### src/hdl/nqbs_pkg.sv
// ----------------------------------------------------------------------------
// nqbs_pkg
// Shared widths, types and state codes for the N-queens backtracking solver.
// ----------------------------------------------------------------------------
package nqbs_pkg;

  localparam int MAX_SIZE = 16;
  localparam int SIZE_W   = 5;                        // board_size field
  localparam int FIELD_W  = 4;                        // column_index / queen_row fields
  localparam int IDX_W    = $clog2(MAX_SIZE);         // column / row index
  localparam int CNT_W    = $clog2(MAX_SIZE + 1);     // index that may reach MAX_SIZE
  localparam int DIAG_N   = 2 * MAX_SIZE - 1;         // diagonals on the largest board
  localparam int DIAG_W   = $clog2(DIAG_N);

  typedef enum logic [2:0] {
    ST_IDLE,
    ST_SEARCH,
    ST_BACK,
    ST_EMIT,
    ST_FAIL
  } nqbs_state_t;

  // one request to the occupancy unit
  typedef struct packed {
    logic             set;
    logic             clr;
    logic [IDX_W-1:0] row;
    logic [IDX_W-1:0] col;
  } mask_op_t;

  // chosen-row stack access
  typedef struct packed {
    logic             we;
    logic [IDX_W-1:0] waddr;
    logic [IDX_W-1:0] wdata;
    logic [IDX_W-1:0] raddr;
  } stk_cmd_t;

endpackage

### src/hdl/nqbs_if.sv
// ----------------------------------------------------------------------------
// nqbs_if
// Valid/ready channels for board-size requests and per-column results.
// ----------------------------------------------------------------------------
interface nqbs_req_if;
  import nqbs_pkg::*;

  logic              valid;
  logic              ready;
  logic [SIZE_W-1:0] board_size;

  modport source (output valid, output board_size, input ready);
  modport sink   (input valid, input board_size, output ready);
endinterface

interface nqbs_res_if;
  import nqbs_pkg::*;

  logic               valid;
  logic               ready;
  logic [FIELD_W-1:0] column_index;
  logic [FIELD_W-1:0] queen_row;
  logic               found;
  logic               last_result;

  modport source (output valid, output column_index, output queen_row,
                  output found, output last_result, input ready);
  modport sink   (input valid, input column_index, input queen_row,
                  input found, input last_result, output ready);
endinterface

### src/hdl/n_queens_backtrack_solver.sv
// ----------------------------------------------------------------------------
// n_queens_backtrack_solver
// Depth-first N-queens search; returns the first placement, one result per
// column, or a single not-found result.
// ----------------------------------------------------------------------------
//  channel  dir  payload                                        note
//  req      in   board_size[4:0]                                1 .. 16
//  res      out  column_index[3:0] queen_row[3:0] found last    1 .. 16 per req
//
//  One candidate cell is tested per cycle through the single occupancy
//  test unit, and a backtrack step is a stack fetch, then a lift; the total
//  grows steeply with board size.
//  Once a full board is noticed, one result per cycle while res.ready is high.
//  A bad size (0 or over 16) goes straight to the not-found result.
//  req.ready is high only while idle; a stalled result holds until taken.
// ----------------------------------------------------------------------------
module n_queens_backtrack_solver (
  input logic  clk,
  input logic  rst,
  nqbs_req_if.sink   req,
  nqbs_res_if.source res
);
  import nqbs_pkg::*;

  logic             clr_all;
  mask_op_t         op;
  logic [CNT_W-1:0] n;
  logic             free;
  stk_cmd_t         stk;
  logic [IDX_W-1:0] stk_rdata;

  nqbs_ctrl u_ctrl (
    .clk          (clk),
    .rst          (rst),
    .req_valid    (req.valid),
    .req_ready    (req.ready),
    .board_size   (req.board_size),
    .res_valid    (res.valid),
    .res_ready    (res.ready),
    .column_index (res.column_index),
    .queen_row    (res.queen_row),
    .found        (res.found),
    .last_result  (res.last_result),
    .clr_all      (clr_all),
    .op           (op),
    .n            (n),
    .free         (free),
    .stk          (stk),
    .stk_rdata    (stk_rdata)
  );

  nqbs_masks u_masks (
    .clk     (clk),
    .rst     (rst),
    .clr_all (clr_all),
    .op      (op),
    .n       (n),
    .free    (free)
  );

  nqbs_stack u_stack (
    .clk   (clk),
    .cmd   (stk),
    .rdata (stk_rdata)
  );

endmodule

### src/hdl/nqbs_masks.sv
// ----------------------------------------------------------------------------
// nqbs_masks
// Row and diagonal occupancy masks with the shared free-cell test and
// place / remove update.
// ----------------------------------------------------------------------------
module nqbs_masks (
  input  logic                      clk,
  input  logic                      rst,
  input  logic                      clr_all,
  input  nqbs_pkg::mask_op_t        op,
  input  logic [nqbs_pkg::CNT_W-1:0] n,
  output logic                      free
);
  import nqbs_pkg::*;

  logic [MAX_SIZE-1:0] row_taken;
  logic [DIAG_N-1:0]   rising_diag_taken;
  logic [DIAG_N-1:0]   falling_diag_taken;
  logic [DIAG_W-1:0]   rise_idx;
  logic [DIAG_W-1:0]   fall_idx;

  assign rise_idx = DIAG_W'(op.row) + DIAG_W'(op.col);
  // column - row + n - 1, never negative for a cell on the board
  assign fall_idx = DIAG_W'(op.col) + DIAG_W'(n) - DIAG_W'(1) - DIAG_W'(op.row);

  assign free = !row_taken[op.row] && !rising_diag_taken[rise_idx]
             && !falling_diag_taken[fall_idx];

  always_ff @(posedge clk) begin
    if (rst || clr_all) begin
      row_taken          <= '0;
      rising_diag_taken  <= '0;
      falling_diag_taken <= '0;
    end else if (op.set) begin
      row_taken[op.row]            <= 1'b1;
      rising_diag_taken[rise_idx]  <= 1'b1;
      falling_diag_taken[fall_idx] <= 1'b1;
    end else if (op.clr) begin
      row_taken[op.row]            <= 1'b0;
      rising_diag_taken[rise_idx]  <= 1'b0;
      falling_diag_taken[fall_idx] <= 1'b0;
    end
  end

endmodule

### src/hdl/nqbs_stack.sv
// ----------------------------------------------------------------------------
// nqbs_stack
// Per-column stack of chosen rows, one write port and one registered read port.
// ----------------------------------------------------------------------------
module nqbs_stack (
  input  logic                       clk,
  input  nqbs_pkg::stk_cmd_t         cmd,
  output logic [nqbs_pkg::IDX_W-1:0] rdata
);
  import nqbs_pkg::*;

  logic [IDX_W-1:0] chosen_row [MAX_SIZE];

  always_ff @(posedge clk) begin
    if (cmd.we) begin
      chosen_row[cmd.waddr] <= cmd.wdata;
    end
  end

  // read data appears the cycle after the address
  always_ff @(posedge clk) begin
    rdata <= chosen_row[cmd.raddr];
  end

endmodule

### src/hdl/nqbs_ctrl.sv
// ----------------------------------------------------------------------------
// nqbs_ctrl
// Search sequencer: one candidate cell per cycle, backtrack steps as a stack
// fetch then a lift, then streams the placement out column by column.
// ----------------------------------------------------------------------------
module nqbs_ctrl (
  input  logic                         clk,
  input  logic                         rst,
  // request channel
  input  logic                         req_valid,
  output logic                         req_ready,
  input  logic [nqbs_pkg::SIZE_W-1:0]  board_size,
  // result channel
  output logic                         res_valid,
  input  logic                         res_ready,
  output logic [nqbs_pkg::FIELD_W-1:0] column_index,
  output logic [nqbs_pkg::FIELD_W-1:0] queen_row,
  output logic                         found,
  output logic                         last_result,
  // occupancy unit
  output logic                         clr_all,
  output nqbs_pkg::mask_op_t           op,
  output logic [nqbs_pkg::CNT_W-1:0]   n,
  input  logic                         free,
  // row stack
  output nqbs_pkg::stk_cmd_t           stk,
  input  logic [nqbs_pkg::IDX_W-1:0]   stk_rdata
);
  import nqbs_pkg::*;

  nqbs_state_t      state, state_next;
  logic [CNT_W-1:0] n_next;
  logic [CNT_W-1:0] col, col_next;
  logic [CNT_W-1:0] row, row_next;
  logic [IDX_W-1:0] ecol, ecol_next;
  logic [CNT_W-1:0] col_m1;
  logic             emit_last;
  logic             size_bad;

  assign col_m1    = col - CNT_W'(1);
  assign emit_last = (CNT_W'(ecol) == n - CNT_W'(1));
  assign size_bad  = (board_size == '0) || (int'(board_size) > MAX_SIZE);

  always_ff @(posedge clk) begin
    if (rst) begin
      state <= ST_IDLE;
      col   <= '0;
    end else begin
      state <= state_next;
      col   <= col_next;
    end
  end

  always_ff @(posedge clk) begin
    n    <= n_next;
    row  <= row_next;
    ecol <= ecol_next;
  end

  always_comb begin
    state_next   = state;
    n_next       = n;
    col_next     = col;
    row_next     = row;
    ecol_next    = ecol;
    req_ready    = 1'b0;
    res_valid    = 1'b0;
    column_index = '0;
    queen_row    = '0;
    found        = 1'b0;
    last_result  = 1'b0;
    clr_all      = 1'b0;
    op.set       = 1'b0;
    op.clr       = 1'b0;
    op.row       = row[IDX_W-1:0];
    op.col       = col[IDX_W-1:0];
    stk.we       = 1'b0;
    stk.waddr    = col[IDX_W-1:0];
    stk.wdata    = row[IDX_W-1:0];
    stk.raddr    = col_m1[IDX_W-1:0];

    case (state)
      ST_IDLE: begin
        req_ready = 1'b1;
        if (req_valid) begin
          n_next   = CNT_W'(board_size);
          col_next = '0;
          row_next = '0;
          clr_all  = 1'b1;
          state_next = size_bad ? ST_FAIL : ST_SEARCH;
        end
      end

      ST_SEARCH: begin
        if (col == n) begin
          // prefetch column 0's row for the first result
          ecol_next  = '0;
          stk.raddr  = '0;
          state_next = ST_EMIT;
        end else if (row != n) begin
          if (free) begin
            op.set   = 1'b1;
            stk.we   = 1'b1;
            col_next = col + CNT_W'(1);
            row_next = '0;
          end else begin
            row_next = row + CNT_W'(1);
          end
        end else if (col == '0) begin
          state_next = ST_FAIL;
        end else begin
          // column exhausted: fetch the row chosen one column back
          state_next = ST_BACK;
        end
      end

      ST_BACK: begin
        // lift the queen one column back, resume below it
        op.clr     = 1'b1;
        op.row     = stk_rdata;
        op.col     = col_m1[IDX_W-1:0];
        col_next   = col_m1;
        row_next   = CNT_W'(stk_rdata) + CNT_W'(1);
        state_next = ST_SEARCH;
      end

      ST_EMIT: begin
        stk.raddr    = ecol;
        res_valid    = 1'b1;
        column_index = FIELD_W'(ecol);
        queen_row    = FIELD_W'(stk_rdata);
        found        = 1'b1;
        last_result  = emit_last;
        if (res_ready) begin
          if (emit_last) begin
            state_next = ST_IDLE;
          end else begin
            ecol_next = ecol + IDX_W'(1);
            stk.raddr = ecol + IDX_W'(1);
          end
        end
      end

      ST_FAIL: begin
        res_valid   = 1'b1;
        last_result = 1'b1;
        if (res_ready) begin
          state_next = ST_IDLE;
        end
      end

      default: begin
        state_next = ST_IDLE;
      end
    endcase
  end

endmodule

### src/flat_wrapper.sv
// flat-port wrapper written by rule: the top's interface ports become plain ports
module n_queens_backtrack_solver_flat import nqbs_pkg::*;
  (clk, rst, req_valid, req_board_size, req_ready, res_valid, res_column_index, res_queen_row, res_found, res_last_result, res_ready);
  nqbs_req_if req_i ();
  nqbs_res_if res_i ();
  input logic clk;
  input logic rst;
  input wire logic [$bits(req_i.valid)-1:0] req_valid;
  input wire logic [$bits(req_i.board_size)-1:0] req_board_size;
  output wire logic [$bits(req_i.ready)-1:0] req_ready;
  output wire logic [$bits(res_i.valid)-1:0] res_valid;
  output wire logic [$bits(res_i.column_index)-1:0] res_column_index;
  output wire logic [$bits(res_i.queen_row)-1:0] res_queen_row;
  output wire logic [$bits(res_i.found)-1:0] res_found;
  output wire logic [$bits(res_i.last_result)-1:0] res_last_result;
  input wire logic [$bits(res_i.ready)-1:0] res_ready;
  assign req_i.valid = req_valid;
  assign req_i.board_size = req_board_size;
  assign req_ready = req_i.ready;
  assign res_valid = res_i.valid;
  assign res_column_index = res_i.column_index;
  assign res_queen_row = res_i.queen_row;
  assign res_found = res_i.found;
  assign res_last_result = res_i.last_result;
  assign res_i.ready = res_ready;
  n_queens_backtrack_solver u_core (.clk(clk), .rst(rst), .req(req_i), .res(res_i));
endmodule
### config.mk
export PLATFORM = sky130hd
export DESIGN_NAME = n_queens_backtrack_solver_flat
export DESIGN_NICKNAME = d
export VERILOG_FILES = /design/src/hdl/nqbs_pkg.sv /design/src/hdl/nqbs_if.sv /design/src/hdl/n_queens_backtrack_solver.sv /design/src/hdl/nqbs_masks.sv /design/src/hdl/nqbs_stack.sv /design/src/hdl/nqbs_ctrl.sv /design/src/flat_wrapper.sv
export SDC_FILE = /design/constraint.sdc
export NUM_CORES = 1
export LEC_CHECK = 0
export BUFFER_PORTS_ARGS = -buffer_cell sky130_fd_sc_hd__buf_4
export CORE_MARGIN = 8
export CORE_UTILIZATION = 35
export DETAILED_ROUTE_END_ITERATION = 7
export GPL_ROUTABILITY_DRIVEN = 0
export GPL_TIMING_DRIVEN = 0
export RECOVER_POWER = 25
export SYNTH_ARGS = -nofsm -noshare
export SYNTH_HDL_FRONTEND = slang
export SYNTH_SLANG_ARGS = --single-unit
### constraint.sdc
create_clock -name clk -period 6.85 [get_ports clk]
set_input_delay 0.3425 -clock clk [delete_from_list [all_inputs] [get_ports clk]]
set_output_delay 0.3425 -clock clk [all_outputs]
set_load 0.005 [all_outputs]
==> run metrics, run 1 <==
Max-Cap Viols=0; cell family with most CP delay=simple AND/OR/NAND/NOR gates; crit path time final=roughly 6.5 ns; count leader, synth=dfxtp_1; Starting Density=35.70%; number of setup buffers added after CTS=0; Data arrival, critical path=6.56 ns; WS Path Type=flip-flop to flip-flop; Mapped Nets=945; busiest grt layer=met2; final period utilization=94.95%; Max IR drop VDD=approximately 0.16 mV; RSZ-0062 raised after global routing=false; # rows=58; CP startpoint kind=flip-flop; fin util=40.19%; DIE HEIGHT=176.3 µm; FILL cells=between 2000 and 3000; Area growth, synth to finish=12.58%; R2R depth=21; Worst Path Max Fanout=10; via count=7164; cell area after synthesis=between 0.008 and 0.009 mm²; area leader, netlist=edfxtp_1; Mapped Cells=913; cell count of the worst hold path=1; vias per cell=5.536; Ports=21; clock buffer depth=2; largest net degree at the start of global routing=22; DRT iter0 DRCs=~680; Initial DRT Pass Iterations=6; DP HPWL=16470 µm; first-pass GRT wire length=37600 µm; Hold Startpoint=req_board_size[3]; Worst slew margin=28.41%; DRC=0; CP required=about 7 ns; CP Launch Point=u_core.u_ctrl.state[1]; WP buf/inv=8; Setup TNS=0 ns; hold_ws=about 0.13 ns; Routed Wire Length=23550 µm; RR Endpoint=u_core.u_stack.chosen_row[3][3]; Hold EP=u_core.u_ctrl.n[3]; CP Capture Type=flip-flop; post-layout instance area=a little over 0.01 mm²; FMAX=153.8 MHz; status=complete, no violations; Antenna Cells=0; top-area cell type share of the netlist area=26.06%; GR met3 Demand/Resource=2.756%; Register Area=0.004144 mm²; post-synthesis cell type count=slightly below 70; clk sink count=168; met1 global-route usage=19.81%; antenna violations before repair=0; asr flop ratio synth=0%; Syn Area/Cell=9.845 µm²; worst path cell trace=clkbuf_1, nand2_1, inv_2, buf_1, nand2_1, xnor2_1, inv_1, fa_1, inv_1, fa_1, clkbuf_1, nor2_1, nand2_1, mux2i_1, or4_1, nor4_2, and2_1, buf_4, buf_6, nand2_1, nor3_1; layout cell share with drive strength beyond 1=12.45%; CTS buffer count=17; endpoints failing hold=0; Clk pin slew, worst setup/hold paths=0.06 ns; H-tree Lvls=4; # setup viols final=0; GR Util All Layers=15.12%; post-route ant nets=0; Total Power=3.472 mW; Root Buffer=clkbuf_16; Skew-Pair Late Insertion Delay=0.43 ns; die width=176.3 µm; Area contributors post-synth=edfxtp_1 (26%), dfxtp_1 (20%), mux4_2 (5.3%); Slew Limit Fails=0; die area=a little over 0.03 mm²; Seq/Total Area, Yosys=46.10%; pwr/cell area=between 300 and 400 mW/mm²; CORE AREA=0.02518 mm²; Synth Warn #=0; CP peak stage delay=0.60 ns; multi-input logic area=about 0.0045 mm²; DR WL/cell=18.20 µm; Pleak=approximately 3.5 nW; synth cell count leaders=dfxtp_1 (90), o21ai_0 (83), edfxtp_1 (78), a21oi_1 (75), nand3_1 (74); Setup Skew=0.01266 ns; Post-synth EDFFs=between 70 and 80; #FFs+latches synth=roughly 170; Most used DFF post-synth=dfxtp_1; worst slew pin tran=1.074 ns; GRT met2 Usage=24.92%; IO Port Bufs=19; worst r2r src=u_core.u_ctrl.state[1]; HP Class=primary input to flip-flop; most used cell, CP=nand2_1; nets=983; Slowest-stage cell, CP=fa_1; Placed Area=approximately 0.0095 mm²; grt total ovfl=0; CTS tree=built; vias in the first global route=6928; reg2reg setup slack=0.35 ns
==> report_power, final <==
part | switching (mW) | leakage (nW) | internal (mW)
combinational | 0.906 | 1.79 | 0.448
clock | 0.432 | 0.280 | 0.509
sequential | 0.0627 | 1.45 | 1.11
==> timing repair <==
item                                    CTS  global route
endpoints found under the setup margin    0            24
gates resized for setup                   0             3
hold endpoints to repair                  0             0
hold buffers                              0             0
==> cell type report <==
class / count / share of cell area [%]
plain buffers: 61 / 2.658
clock buffers: 17 / 4.204
clock inverters: 15 / 1.397
inverters: 24 / 0.8902
multi-input cells: 660 / 44.49
flip-flops and latches: 168 / 40.95
well taps: 330 / 4.080
repair buffers: 19 / 1.335
==> worst max-delay path by stage <==
stage	end	slack, ns	cells after the start
finish	u_core.u_stack.chosen_row[3][3]	0.35	21
global route	u_core.u_stack.chosen_row[3][2]	0.01	21
CTS	u_core.u_stack.chosen_row[3][3]	0.20	20
floorplan	u_core.u_stack.chosen_row[0][0]	1.81	20
detailed placement	u_core.u_stack.chosen_row[3][0]	0.23	20
global placement	u_core.u_stack.chosen_row[1][0]	0.27	20
==> cells in the final DEF, fill, tap and decap left out, types with 8 or more instances in the layout <==
| cell type | count |
|---|---|
| dfxtp_1 | 90 |
| o21ai_0 | 83 |
| edfxtp_1 | 78 |
| a21oi_1 | 75 |
| nand3_1 | 74 |
| nand2_1 | 72 |
| nor2_1 | 59 |
| clkbuf_1 | 41 |
| mux2i_1 | 25 |
| inv_1 | 23 |
| mux4_2 | 21 |
| mux2_2 | 19 |
| nor3_1 | 18 |
| xnor2_1 | 18 |
| xor2_1 | 17 |
| a31oi_1 | 17 |
| o22ai_1 | 17 |
| ha_1 | 17 |
| clkbuf_16 | 17 |
| buf_4 | 16 |
| o211ai_1 | 14 |
| buf_2 | 13 |
| and2_1 | 11 |
| nor2b_1 | 8 |
| and3_1 | 8 |
==> per-layer routing <==
metal,share of wire (%),routed length [µm],vias up
li1,-,-,3450
met1,45,10560,3484
met2,49,11480,196
met3,4.7,1101,34
met4,1.7,411,0
met5,0,0,-
==> stage by stage <==
| step | worst slack, ns | cells |
|---|---|---|
| after floorplan | 1.806 | 913 |
| after global placement | 0.2746 | 1262 |
| after detailed placement | 0.2350 | 1262 |
| after CTS | 0.2031 | 1294 |
| after global routing | 0.01214 | 1294 |
| final | 0.3461 | 1294 |
==> cell families (layout without fill, tap and decap cells) <==
logic type / after synthesis / in the layout / synth area share [%]
flops: 168 / 168 / 46.10
simple gates: 284 / 284 / 15.09
xor+xnor: 39 / 39 / 4.093
compound gates: 248 / 248 / 16.44
mux: 66 / 66 / 10.59
fa+ha+maj: 23 / 23 / 3.703
buf+inv: 85 / 136 / 3.981
Note: power is estimated with default switching activity, not from simulation.
==> run 2, diff against run 1 <==
- SLEW_MARGIN: default -> 20
- clock period: 6.85 -> 5.5 ns (I/O delays scaled with it)
==> run 2 against run 1 <==
  * The flow now finishes with violations (DRC)
  * Sequential share of layout area is 1.3 points lower
  * Core utilization is 1.3 points higher
  * Combinational power is 37% higher
  * Via count is 1.5% higher
  * Final cell count is 0.62% higher
  * Final area is 3.2% higher
  * Wire length is 0.59% higher
  * Highest routed layer unchanged
==> run metrics, run 2 (synthesis gave the netlist of run 1 again) <==
first-pass GRT wire length=37710 µm (+0.29%); Starting Density=35.70% (unchanged); CTS buffer count=17 (unchanged); worst r2r src=u_core.u_stack.rdata[1]; Setup Skew=0.01328 ns (+0.0006254 ns); failing checks=DRC; hold_ws=0.05256 ns (-0.07302 ns); Clk pin slew, worst setup/hold paths=0.07 ns (about the same); antenna violations before repair=0 (unchanged); reg2reg setup slack=0.24 ns (-0.11 ns); most common cell after layout, fill and taps aside=dfxtp_1; endpoints failing hold=0 (unchanged); Inst Count DP=1262 (unchanged); CORE AREA=0.02518 mm² (unchanged); # rows=58 (unchanged); Slew Limit Fails=0 (unchanged); R2R depth=16 (-24%); Root Buffer=clkbuf_16; most frequent cells in the layout=dfxtp_1 (90), o21ai_0 (83), edfxtp_1 (78); FMAX=190.0 MHz (+24%); RSZ-0062 raised after global routing=false; via count=7271 (+1.5%); Antenna Cells=0 (unchanged); Initial DRT Pass Iterations=8 (+2); clk sink count=168 (unchanged); worst slew pin tran=1.058 ns (-0.01622 ns); Max IR drop VDD=0.1977 mV (+24%); post-route ant nets=0 (unchanged); final period utilization=95.67% (+0.73 points); Hold Startpoint=req_board_size[3]; DIE HEIGHT=176.3 µm (unchanged); CTS tree=built; CP Capture Type=flip-flop; cell count of the worst hold path=1 (unchanged); CP required=5.61 ns (-1.30 ns); status=finished, violations left; grt total ovfl=0 (unchanged); largest net degree at the start of global routing=22 (unchanged); HP Class=primary input to flip-flop; pwr/cell area=428.5 mW/mm² (+25%); Routed Wire Length=23690 µm (+0.59%); layout cell share with drive strength beyond 1=17.59% (+5.1 points); CP startpoint kind=flip-flop; Pleak=3.621 nW (+2.8%); WS Path Type=flip-flop to flip-flop; crit path time final=5.262 ns (-1.242 ns); Max-Cap Viols=0 (unchanged); Hold EP=u_core.u_ctrl.n[3]; Data arrival, critical path=5.38 ns (-1.18 ns); GR Util All Layers=15.17% (+0.048 points); nets=991 (+0.81%); vias per cell=5.584 (+0.87%); H-tree Lvls=4 (unchanged); RR Endpoint=u_core.u_stack.chosen_row[3][3]; Ports=21 (unchanged); Worst slew margin=29.49% (+1.1 points); FILL cells=2468 (-1.8%); fin util=41.48% (+1.3 points); DRC=1 (+1); die area=0.03107 mm² (unchanged); # setup viols final=0 (unchanged); DR WL/cell=18.20 µm (about the same); Post-Layout Cell Count=1302 (+0.62%); Worst Path Max Fanout=10 (unchanged); die width=176.3 µm (unchanged); Skew-Pair Late Insertion Delay=0.44 ns (about the same); IO Port Bufs=19 (unchanged); DP HPWL=16470 µm (unchanged); vias in the first global route=6988 (+0.87%); Area growth, synth to finish=16.22%; DRT iter0 DRCs=642 (-5.7%); clock buffer depth=2 (unchanged)
## run 2: area by class of cell
cell class,instances,area (µm²),area share [%]
clock buffer,17,425.4,4.072
inverter,24,92.59,0.8863
clock inverter,15,141.4,1.353
sequential,168,4144,39.67
multi-input combinational,660,4725,45.23
timing repair buffer,31,210.2,2.012
buffer,57,295.3,2.827
tap,330,412.9,3.953
## run 2: worst max-delay path: stages (launching register included)
cell and delay (ns):
dfxtp_1 0.37, clkbuf_1 0.54, mux2_4 0.34, inv_2 0.07
fa_1 0.47, ha_2 0.39, buf_6 0.18, mux4_2 0.53
a21oi_1 0.20, o22ai_1 0.10, or4_4 0.46, nor4_4 0.34
and2_1 0.18, buf_4 0.15, buf_8 0.17, nand2_2 0.16
nor3_4 0.27
## run 2: how the worst max path moves through the flow
stage / from / to / depth (start not counted)
global placement: u_core.u_ctrl.state[1] / u_core.u_stack.chosen_row[1][0] / 20
finish: u_core.u_stack.rdata[1] / u_core.u_stack.chosen_row[3][3] / 16
CTS: u_core.u_ctrl.col[3] / u_core.u_stack.chosen_row[3][3] / 18
global route: u_core.u_ctrl.state[2] / u_core.u_stack.chosen_row[2][3] / 22
detailed placement: u_core.u_ctrl.state[1] / u_core.u_stack.chosen_row[3][0] / 20
floorplan: u_core.u_ctrl.state[1] / u_core.u_stack.chosen_row[0][0] / 20
## run 2: layer usage
layer	GRT usage [%]	wire length, µm	vias up
li1	-	-	3478
met1	19.50	10420	3554
met2	25.02	11670	201
met3	3.098	1127	38
met4	5.193	471	0
met5	0	0	-
## run 2: metrics by stage
stage / area (µm²) / TNS, ns / power, mW / worst slack, ns
2_1_floorplan: 8989 / 0 / 2.685 / 0.4562
3_3_place_gp: 9544 / -95.39 / 3.135 / -1.075
3_5_place_dp: 9544 / -97.93 / 3.136 / -1.115
4_1_cts: 10340 / 0 / 4.433 / 0.01485
5_1_grt: 10450 / 0 / 4.707 / 0.01931
6_report: 10450 / 0 / 4.476 / 0.2380
## run 2: power by group
group / internal (mW) / switching (mW) / total, mW
logic: 0.658 / 1.20 / 1.85
clock network: 0.634 / 0.540 / 1.17
registers: 1.39 / 0.0613 / 1.45
## run 2: what timing repair did
action / 4_1_cts / 5_1_grt
pin swaps: 3 / 5
setup buffers: 4 / 8
hold buffers: 0 / 0
setup endpoints to repair: 152 / 68
endpoints found under the hold margin: 0 / 0
gates resized for setup: 52 / 28
cloned: 0 / 0
==> run 3, diff against run 2 <==
- REMOVE_ABC_BUFFERS: default -> 1
==> run 3 against run 2 <==
  * The run now ends clean
  * Final area fell by 1.8%
  * Core utilization fell by 0.75 points
  * Via count fell by 2.2%
  * Critical path type unchanged
  * Combinational power fell by 4%
  * Setup slack got worse by 0.085 ns
  * Largest power group unchanged
==> run metrics, run 3 (synthesis gave the netlist of run 1 again) <==
FILL cells=2451 (-0.69%); most frequent cells in the layout=dfxtp_1 (86), o21ai_0 (83), edfxtp_1 (78); Antenna Cells=0 (unchanged); DR WL/cell=18.93 µm (+4.0%); hold_ws=0.05255 ns (-0.00001440 ns); CP startpoint kind=flip-flop; pwr/cell area=437.0 mW/mm² (+2.0%); cell count of the worst hold path=1 (unchanged); Pleak=3.484 nW (-3.8%); die width=176.3 µm (unchanged); Initial DRT Pass Iterations=6 (-2); final period utilization=97.22% (+1.6 points); worst path cell trace=inv_1, ha_1, a21oi_1, fa_1, ha_4, fa_2, xnor2_4, buf_4, and3_1, a21oi_1, o22ai_1, or4_1, nor4_4, and2_4, nand2_2, nor3_4; Area growth, synth to finish=14.13%; DIE HEIGHT=176.3 µm (unchanged); CP required=5.61 ns (about the same); # rows=58 (unchanged); CORE AREA=0.02518 mm² (unchanged); layout cell share with drive strength beyond 1=16.65% (-0.94 points); met1 global-route usage=20.10% (+0.60 points); Ports=21 (unchanged); Setup TNS=0 ns (unchanged); Max-Cap Viols=0 (unchanged); RR Endpoint=u_core.u_stack.chosen_row[1][2]; antenna violations before repair=0 (unchanged); Skew-Pair Late Insertion Delay=0.44 ns (about the same); FMAX=187.0 MHz (-1.6%); Max IR drop VDD=0.1955 mV (-1.2%); first-pass GRT wire length=37320 µm (-1.0%); HP Class=primary input to flip-flop; Slew Limit Fails=0 (unchanged); part of the power in registers=34.1% (+1.7 points); Worst Slack Setup Final=0.1527 ns (-0.08530 ns); largest net degree at the start of global routing=71 (+220%); Setup Skew=0.01217 ns (-0.001109 ns); die area=0.03107 mm² (unchanged); DP HPWL=14810 µm (-10%); nets=938 (-5.3%); most used cell, CP=a21oi_1; H-tree Lvls=4 (unchanged); Place WS=-1.582 ns (-0.4669 ns); Hold EP=u_core.u_ctrl.n[3]; Slowest-stage cell, CP=dfxtp_1; DRT iter0 DRCs=593 (-7.6%); R2R depth=16 (unchanged); DRC=0 (-1); Starting Density=35.70% (unchanged); Logic pwr share=39.7% (-1.7 points); CP Capture Type=flip-flop; NetSw=1.791 mW (-0.35%); Inst Count DP=1205 (-4.5%); Hold Startpoint=req_board_size[3]; GR Util All Layers=14.95% (-0.22 points); Internal Power=2.691 mW (+0.47%); status=complete, no violations; clk sink count=168 (unchanged); clock buffer depth=2 (unchanged); CP peak stage delay=0.61 ns (+0.07 ns); Routed Wire Length=23640 µm (-0.21%); Data arrival, critical path=5.46 ns (+0.08 ns); IO Port Bufs=20 (+1); reg2reg setup slack=0.15 ns (-0.09 ns); sw frac=39.96% (-0.20 points); crit path time final=5.347 ns (+0.08530 ns); worst r2r src=u_core.u_ctrl.col[1]; GRT met2 Usage=23.93% (-1.1 points); Worst Path Max Fanout=11 (+1); Worst slew margin=23.72% (-5.8 points); CTS tree=built; vias in the first global route=6827 (-2.3%); Clk pwr share=26.2% (about the same); endpoints failing hold=0 (unchanged); post-route ant nets=0 (unchanged); Post-Layout Cell Count=1249 (-4.1%); Clk pin slew, worst setup/hold paths=0.07 ns (about the same); # setup viols final=0 (unchanged); vias per cell=5.691 (+1.9%); WS Path Type=flip-flop to flip-flop; GR met3 Demand/Resource=2.649% (-0.45 points); via count=7108 (-2.2%); worst slew pin tran=1.144 ns (+0.08657 ns); Total Power=4.483 mW (+0.14%); most common cell after layout, fill and taps aside=dfxtp_1; busiest grt layer=met2; CTS buffer count=17 (unchanged); grt total ovfl=0 (unchanged); Root Buffer=clkbuf_16
[run 3: changes by cell type in the layout (fill, tap and decap cells not counted), sizes merged]
cell	before	now
inv	30	29
clkinvlp	0	4
buf	46	27
nand2	73	74
clkbuf	59	24
clkinv	8	5
[run 3: how the worst max path moves through the flow]
stage | from | endpoint | cells past startpoint
final | u_core.u_ctrl.col[1] | u_core.u_stack.chosen_row[1][2] | 16
after detailed placement | u_core.u_ctrl.state[1] | u_core.u_stack.chosen_row[3][2] | 16
after CTS | u_core.u_ctrl.state[2] | u_core.u_stack.chosen_row[3][0] | 16
after floorplan | u_core.u_ctrl.state[1] | u_core.u_stack.chosen_row[3][0] | 15
after global routing | u_core.u_ctrl.col[1] | flip-flop | 17
after global placement | u_core.u_ctrl.state[1] | u_core.u_stack.chosen_row[3][1] | 16
[run 3: layout make-up]
| cell class | instances | area [µm²] | area share (%) |
|---|---|---|---|
| Clock buffer | 17 | 425.4 | 4.147 |
| Tap cell | 330 | 412.9 | 4.025 |
| Multi-Input combinational cell | 661 | 4730 | 46.10 |
| Timing Repair Buffer | 34 | 296.5 | 2.891 |
| Inverter | 24 | 102.6 | 1.000 |
| Clock inverter | 15 | 140.1 | 1.366 |
| Sequential cell | 168 | 4151 | 40.47 |
[run 3: timing repair]
action,CTS,global route
hold buffers,0,0
cloned,0,2
gates resized for setup,32,23
pin swaps,0,6
buffers inserted,0,10
endpoints found under the setup margin,152,152
[run 3: routing by layer]
layer / vias up / share of wire, %
met3: 33 / 3.7
li1: 3371 / -
met2: 173 / 49
met4: 0 / 1.7
met1: 3531 / 46
met5: - / 0
[run 3: metrics by stage]
stage	area, µm²	util [%]
floorplan	8721	-
global placement	9284	36.87
detailed placement	9364	37.19
CTS	10060	39.97
global route	10260	40.74
finish	10260	40.74
[run 3: power by group through the flow]
stage / logic, mW / registers, mW / clock network [mW]
global route: 1.93 / 1.54 / 1.24
finish: 1.78 / 1.53 / 1.18
CTS: 1.62 / 1.53 / 1.19
global placement: 1.54 / 1.55 / 0
floorplan: 1.15 / 1.49 / 0
detailed placement: 1.55 / 1.55 / 0
[run 3: critical path, delay by kind of cell, from the launching register on]
family / cells / cell delay [ns]
flops: 1 / 0.61
fa+ha+maj: 4 / 1.58
xor+xnor: 1 / 0.20
compound gates: 3 / 0.61
buf+inv: 2 / 0.31
simple gates: 6 / 1.70
